===== src/rtl/bbm_pkg.sv =====
package bbm_pkg;

  // matrix geometry and field widths
  localparam int MAX_ROWS   = 64;
  localparam int MAX_COLS   = 64;
  localparam int MAX_RADIUS = 15;
  localparam int ROW_W      = $clog2(MAX_ROWS);
  localparam int COL_W      = $clog2(MAX_COLS);
  localparam int ADDR_W     = ROW_W + COL_W;
  localparam int DEPTH      = MAX_ROWS * MAX_COLS;
  localparam int SAMPLE_W   = 16;
  localparam int RAD_W      = 4;
  localparam int SIZE_W     = 7;

  // configuration port
  localparam int CFG_IDX_W  = 2;
  localparam int CFG_DATA_W = 7;
  localparam logic [CFG_IDX_W-1:0] CFG_RADIUS = 2'd0;
  localparam logic [CFG_IDX_W-1:0] CFG_ROWS   = 2'd1;
  localparam logic [CFG_IDX_W-1:0] CFG_COLS   = 2'd2;

  // item function codes
  localparam logic FUNC_WRITE = 1'b0;
  localparam logic FUNC_READ  = 1'b1;

  // accumulator and divider sizing: at most 31x31 cells of 16 bits
  localparam int ACC_W     = 26;
  localparam int MAG_W     = ACC_W - 1;
  localparam int CNT_W     = 10;
  localparam int DIV_STEPS = MAG_W;
  localparam int STEP_W    = $clog2(DIV_STEPS);

  typedef enum logic [2:0] {
    S_IDLE,
    S_SETUP,
    S_READ,
    S_DRAIN,
    S_DIV_INIT,
    S_DIV,
    S_OUT
  } bbm_state_t;

  typedef struct packed {
    logic wr_en;
    logic capture;
    logic setup;
    logic read;
    logic div_start;
    logic div_step;
    logic load_out;
  } bbm_cmd_t;

  typedef struct packed {
    logic last_cell;
    logic div_done;
    logic out_free;
  } bbm_stat_t;

endpackage


===== src/rtl/bbm_ctrl.sv =====
module bbm_ctrl import bbm_pkg::*; (
  input  logic      clk,
  input  logic      rst_n,
  input  logic      in_valid,
  input  logic      in_func,
  output logic      in_ready,
  input  bbm_stat_t stat,
  output bbm_cmd_t  cmd
);

  bbm_state_t state_r, state_nxt;

  // state register
  always_ff @(posedge clk) begin
    if (!rst_n) begin
      state_r <= S_IDLE;
    end else begin
      state_r <= state_nxt;
    end
  end

  // next state and commands
  always_comb begin
    state_nxt = state_r;
    cmd       = '0;
    in_ready  = 1'b0;
    case (state_r)
      S_IDLE: begin
        in_ready = 1'b1;
        if (in_valid) begin
          if (in_func == FUNC_READ) begin
            cmd.capture = 1'b1;
            state_nxt   = S_SETUP;
          end else begin
            cmd.wr_en = 1'b1;
          end
        end
      end
      S_SETUP: begin
        cmd.setup = 1'b1;
        state_nxt = S_READ;
      end
      S_READ: begin
        cmd.read = 1'b1;
        if (stat.last_cell) begin
          state_nxt = S_DRAIN;
        end
      end
      S_DRAIN: begin
        state_nxt = S_DIV_INIT;
      end
      S_DIV_INIT: begin
        cmd.div_start = 1'b1;
        state_nxt     = S_DIV;
      end
      S_DIV: begin
        cmd.div_step = 1'b1;
        if (stat.div_done) begin
          state_nxt = S_OUT;
        end
      end
      S_OUT: begin
        if (stat.out_free) begin
          cmd.load_out = 1'b1;
          state_nxt    = S_IDLE;
        end
      end
      default: begin
        state_nxt = S_IDLE;
      end
    endcase
  end

endmodule


===== config.mk =====
export PLATFORM = sky130hd
export DESIGN_NAME = bbm_ctrl
export DESIGN_NICKNAME = d
export VERILOG_FILES = /design/src/rtl/bbm_pkg.sv /design/src/rtl/bbm_ctrl.sv
export SDC_FILE = /design/constraint.sdc
export NUM_CORES = 1
export LEC_CHECK = 0
export ABC_AREA = 1
export BUFFER_PORTS_ARGS = -buffer_cell sky130_fd_sc_hd__buf_2
export CAP_MARGIN = 5
export CORE_AREA = 2 2 39 41
export CTS_CLUSTER_DIAMETER = 120
export DETAILED_ROUTE_END_ITERATION = 7
export DIE_AREA = 0 0 41 43
export GPL_ROUTABILITY_DRIVEN = 0
export PLACE_DENSITY = 0.43
export SYNTH_ARGS = -nofsm -noshare
export SYNTH_HDL_FRONTEND = slang
export SYNTH_SLANG_ARGS = --single-unit

===== constraint.sdc =====
create_clock -name clk -period 3 [get_ports clk]
set_clock_uncertainty 0.05 [all_clocks]
set_input_delay 0 -clock clk [delete_from_list [all_inputs] [get_ports clk]]
set_output_delay 0 -clock clk [all_outputs]
set_load 0.02 [all_outputs]

**After elaboration in Yosys (flattened, before gate mapping)**

Index checks and enable logic that the tools add are counted.

- Input bits: 7
- Bits in registers: 3
- Word-level logic and storage cells: 31

- Mux-type cells: 17
- Eq/ne operators: 11
- Reduce and logical (&&, ||, !) cells: 2

Operator list:

| kind | number |
|---|---|
| $pmux W3 S7 | 1 |
| $mux W3 | 5 |
| $ne A2 B2 Y1 const B | 5 |
| $eq A3 B3 Y1 const B | 3 |
| $mux W1 | 9 |
| $eq A3 B2 Y1 const B | 2 |
| $reduce_and A5 Y1 | 1 |
| $mux W2 | 2 |
| $eq A3 B1 Y1 const B | 1 |
| $logic_not A3 Y1 | 1 |

**Longest topological paths before layout**

- Depth after elaboration: 3
- Gate-level depth with buffers: 7
- Mapped depth without buffers: 7

**Worst setup path before layout**

OpenSTA, ideal clock, no wires.

- Path type: flip-flop to output port
- Start point: register state_r[1]
- End point: output cmd[6] (netlist bit)
- Arrival time: 1.103 ns
- Setup slack: 1.847 ns
- Cell stages (with the launch flop): 6
- Path buffers: 0
- Cell sequence: dfxtp_1 > nor2_2 > nand2_2 > inv_1 > nand2_1 > nor2_1

RTL lines:

| what | RTL line | source |
|---|---|---|
| start: declaration | bbm_ctrl.sv:11 | `bbm_state_t state_r, state_nxt;` |
| start signal: assignment | bbm_ctrl.sv:18 | `state_r <= state_nxt;` |
| end: declaration | bbm_ctrl.sv:8 | `output bbm_cmd_t cmd` |

==> tab_implementation.tex <==
\begin{tabular}{lr}
\hline
Metric & Value \\
\hline
\multicolumn{2}{l}{\textbf{Drt}} \\
Remaining antenna violation count & 0 \\
Met1 wire length & roughly 300 µm \\
Routed wire length per instance & 8.33 µm \\
First-pass iteration count of the detailed router & 2 \\
Number of violations reported at the end of detailed-routing iteration 0 & 1 \\
Overall routed net length & around 700 µm \\
Routed via count & 359 \\
Met3 layer wire length in the routed design & between 40 and 50 µm \\
Detailed-routed wire length on met2 & between 300 and 400 µm \\
Number of DRC violations after detailed routing & 0 \\
Highest metal layer with signal wires & met4 \\
Via-to-Cell Ratio & between 4 and 5 \\
\multicolumn{2}{l}{\textbf{Logic synthesis}} \\
Number of distinct library cells after synthesis & 17 \\
Combinational family with the most area after synthesis & simple AND/OR/NAND/NOR gates \\
Share of the yosys chip area belonging to registers & 0.212 \\
Parity-gate share of the synthesized area counting xor and xnor cells & 0 \\
Adder and majority gate portion of the synthesized area & 0 \\
Synthesized net count & 56 \\
Number of enable flip-flop cells after synthesis & 0 \\
Fraction of synthesized cell area taken by the top area cell type & 0.212 \\
Compound-Gate Fraction of Synth Area & 0.111 \\
Netlist Area Pre-Place & between 200 and 300 µm² \\
Number of synthesized register bits & 3 \\
Largest cells by area after synthesis & dfxtp\_1, nor2\_1, nor2\_2 \\
Post-synthesis simple-gate area fraction & 0.544 \\
Number of instances in the synthesized netlist & 49 \\
Share of async-settable or async-resettable flops after synthesis & 0 \\
Post-synthesis cell type with the largest combined area & dfxtp\_1 \\
Synthesis Warnings & 0 \\
Portion of netlist area occupied by mux cells & 0 \\
Top FF cell, synth & dfxtp\_1 \\
Leading post-synthesis cells by instance count & nor2\_1, inv\_1, nand2\_1 \\
Count leader, synth & nor2\_1 \\
Synthesized area per cell & a little under 6 µm² \\
\multicolumn{2}{l}{\textbf{CTS}} \\
Setup Buffers After CTS & 0 \\
CTS H-Tree Depth & 1 \\
Number of resized instances in the post-cts repair step & 0 \\
Root cell of the clock tree & clkbuf\_4 \\
Clock latency at the later pin of the worst-skew pair & $\sim$0.24 ns \\
TritonCTS clock tree & yes \\
Clock buffer depth & 2 \\
CTS sink count & 3 \\
Clock input transition at the sequential cells of the worst setup and hold paths & 0.04 ns \\
Number of hold buffers added after CTS & 1 \\
CTS Buf Count & 3 \\
\multicolumn{2}{l}{\textbf{Power and ir drop}} \\
Post-route total power & slightly above 400 µW \\
Power density of the placed cells & roughly 1000 nW/µm² \\
Peak VDD IR & 0.371 mV \\
Leakage Power & 0.000240 µW \\
\multicolumn{2}{l}{\textbf{Timing}} \\
RSZ-0062 raised after global routing & false \\
Tmin final & 1.31 ns \\
Slew margin rel. & 0.813 \\
Number of hold violations in the final report & 0 \\
Count of final max-slew check failures & 0 \\
PnR worst setup slack & 1.69 ns \\
Post-route fraction of the period consumed by the critical path & 0.435 \\
Max frequency & around 770 MHz \\
Slew @ Worst Pin & between 0.2 and 0.3 ns \\
Total negative slack for setup checks & 0 ns \\
Final setup viols & 0 \\
\multicolumn{2}{l}{\textbf{Hold path}} \\
Worst hold-check path type & in -> reg \\
Hold-critical path endpoint & state\_r[1] \\
Min-Delay Startpoint & stat[2] \\
Worst hold path depth & 4 \\
\multicolumn{2}{l}{\textbf{Critical path}} \\
Slowest stage delay, CP & approximately 0.47 ns \\
Data arrival time of the critical path & $\sim$1.3 ns \\
CP Max Fanout & 7 \\
R2R Setup Slk & roughly 1.8 ns \\
Crit Reg-Reg Startpoint & state\_r[0] \\
Endpoint of the lowest-slack register-to-register path & state\_r[0] \\
Classification of the worst setup path & reg -> out \\
Element type at the critical path end & primary output \\
List of cells traversed by the critical path & nand2\_1 -> nor3\_1 -> buf\_2 \\
Worst path top cell family by delay & flip-flops \\
Buffer and inverter count on the worst path & 1 \\
Slowest cell on crit path & dfxtp\_1 \\
Endpoint required time on the critical path & approximately 3.0 ns \\
Setup crit start kind & flip-flop \\
Number of cells on the worst reg-to-reg path & 7 \\
\multicolumn{2}{l}{\textbf{GRT}} \\
Number of antenna violations at the first check in global routing & 0 \\
GRT Util Overall & 0.110 \\
Maximum number of pins on one net before global-route repair & 8 \\
Grt total ovfl & 0 \\
Wire length of the first global-routing pass & roughly 1200 µm \\
Number of global-route vias before repair & $\sim$320 \\
\multicolumn{2}{l}{\textbf{Floorplan}} \\
Die footprint & about 1800 µm² \\
I/O pin total & 15 \\
Horizontal die dimension & approximately 41 µm \\
Cell Rows & 14 \\
Vert. Die Dim & about 43 µm \\
Core Footprint & roughly 1400 µm² \\
Starting utilization of the core area & 0.204 \\
\multicolumn{2}{l}{\textbf{Run}} \\
Max-cap check violation count & 0 \\
\multicolumn{2}{l}{\textbf{Placed design}} \\
Count of port buffers added during placement & 14 \\
Placement-stage worst setup slack & between 1.5 and 2 ns \\
Sum of net half-perimeters after detailed placement & 579 µm \\
\multicolumn{2}{l}{\textbf{Final layout}} \\
Inserted Diodes & 0 \\
Largest registers & state\_r x3 \\
Top reg by flops & state\_r \\
Final nets & 76 \\
Number of flip-flops in the largest register & 3 \\
Signed area change from the synthesized netlist to the final layout & 44.7\% \\
Fill cell count & roughly 160 \\
Share of post-route cells with drive strength above 1 & 0.426 \\
\multicolumn{2}{l}{\textbf{Outcome}} \\
Outcome & finished clean \\
\hline
\end{tabular}
==> how the worst max path moves through the flow <==
| stage | start | to | slack [ns] | depth (start not counted) |
|---|---|---|---|---|
| 3_3_place_gp | state_r[1] | state_r[0] | 1.78 | 7 |
| 6_report | state_r[1] | cmd[0] | 1.69 | 3 |
| 3_5_place_dp | state_r[0] | state_r[2] | 1.78 | 7 |
| 4_1_cts | state_r[1] | cmd[0] | 1.69 | 3 |
| 5_1_grt | state_r[1] | cmd[6] | 1.55 | 6 |
| 2_1_floorplan | state_r[1] | cmd[6] | 1.85 | 5 |
==> cell families after synthesis <==
kind of cell | Yosys count
buffers and inverters | 10
AND/OR/NAND/NOR | 31
flip-flops | 3
AO/OA/AOI/OAI | 5
==> placed cells by master, fill, tap and decap left out, types with 2 or more instances in the layout <==
cell,instances
buf_2,14
clkbuf_4,3
dfxtp_1,3
inv_1,7
inv_2,3
nand2_1,6
nand3_1,4
nor2_1,10
nor2_2,5
nor3_1,2
==> per-layer routing <==
layer	GRT usage	vias to the layer above
met5	0	-
met4	0.120	0
met3	0.0314	4
met2	0.131	11
met1	0.141	151
li1	-	193
==> final cells by class <==
type | count | area [µm²] | share of cell area
tap | 16 | 20.0 | 0.0489
inverter | 10 | 37.5 | 0.0917
sequential | 3 | 60.1 | 0.147
multi-input combinational | 36 | 185 | 0.453
clock buffer | 4 | 26.3 | 0.0642
timing repair buffer | 15 | 80.1 | 0.196
==> worst register-to-register path, delay by kind of cell, from the launching register on <==
kind | cells | cell delay, ns
simple gates | 6 | 0.49
flops | 1 | 0.45
buf+inv | 1 | 0.12
==> stage by stage <==
step	hold slack (ns)	std cells	instance area, µm²	util
2_1_floorplan	0.0298	49	283	-
4_1_cts	0.0818	84	409	0.296
3_3_place_gp	0.204	79	373	0.269
3_5_place_dp	0.202	79	373	0.269
5_1_grt	0.142	84	409	0.296
6_report	0.0792	84	409	0.296
==> power breakdown <==
part           leakage [µW]  switching, µW  total [µW]  internal (µW)
registers         0.0000248           32.0        88.5           56.5
clock network     0.0000150           22.2        72.1           49.9
logic              0.000200            160         250           90.0
total              0.000240            214         411            196
No activity file was read; power rests on OpenSTA's default activity.
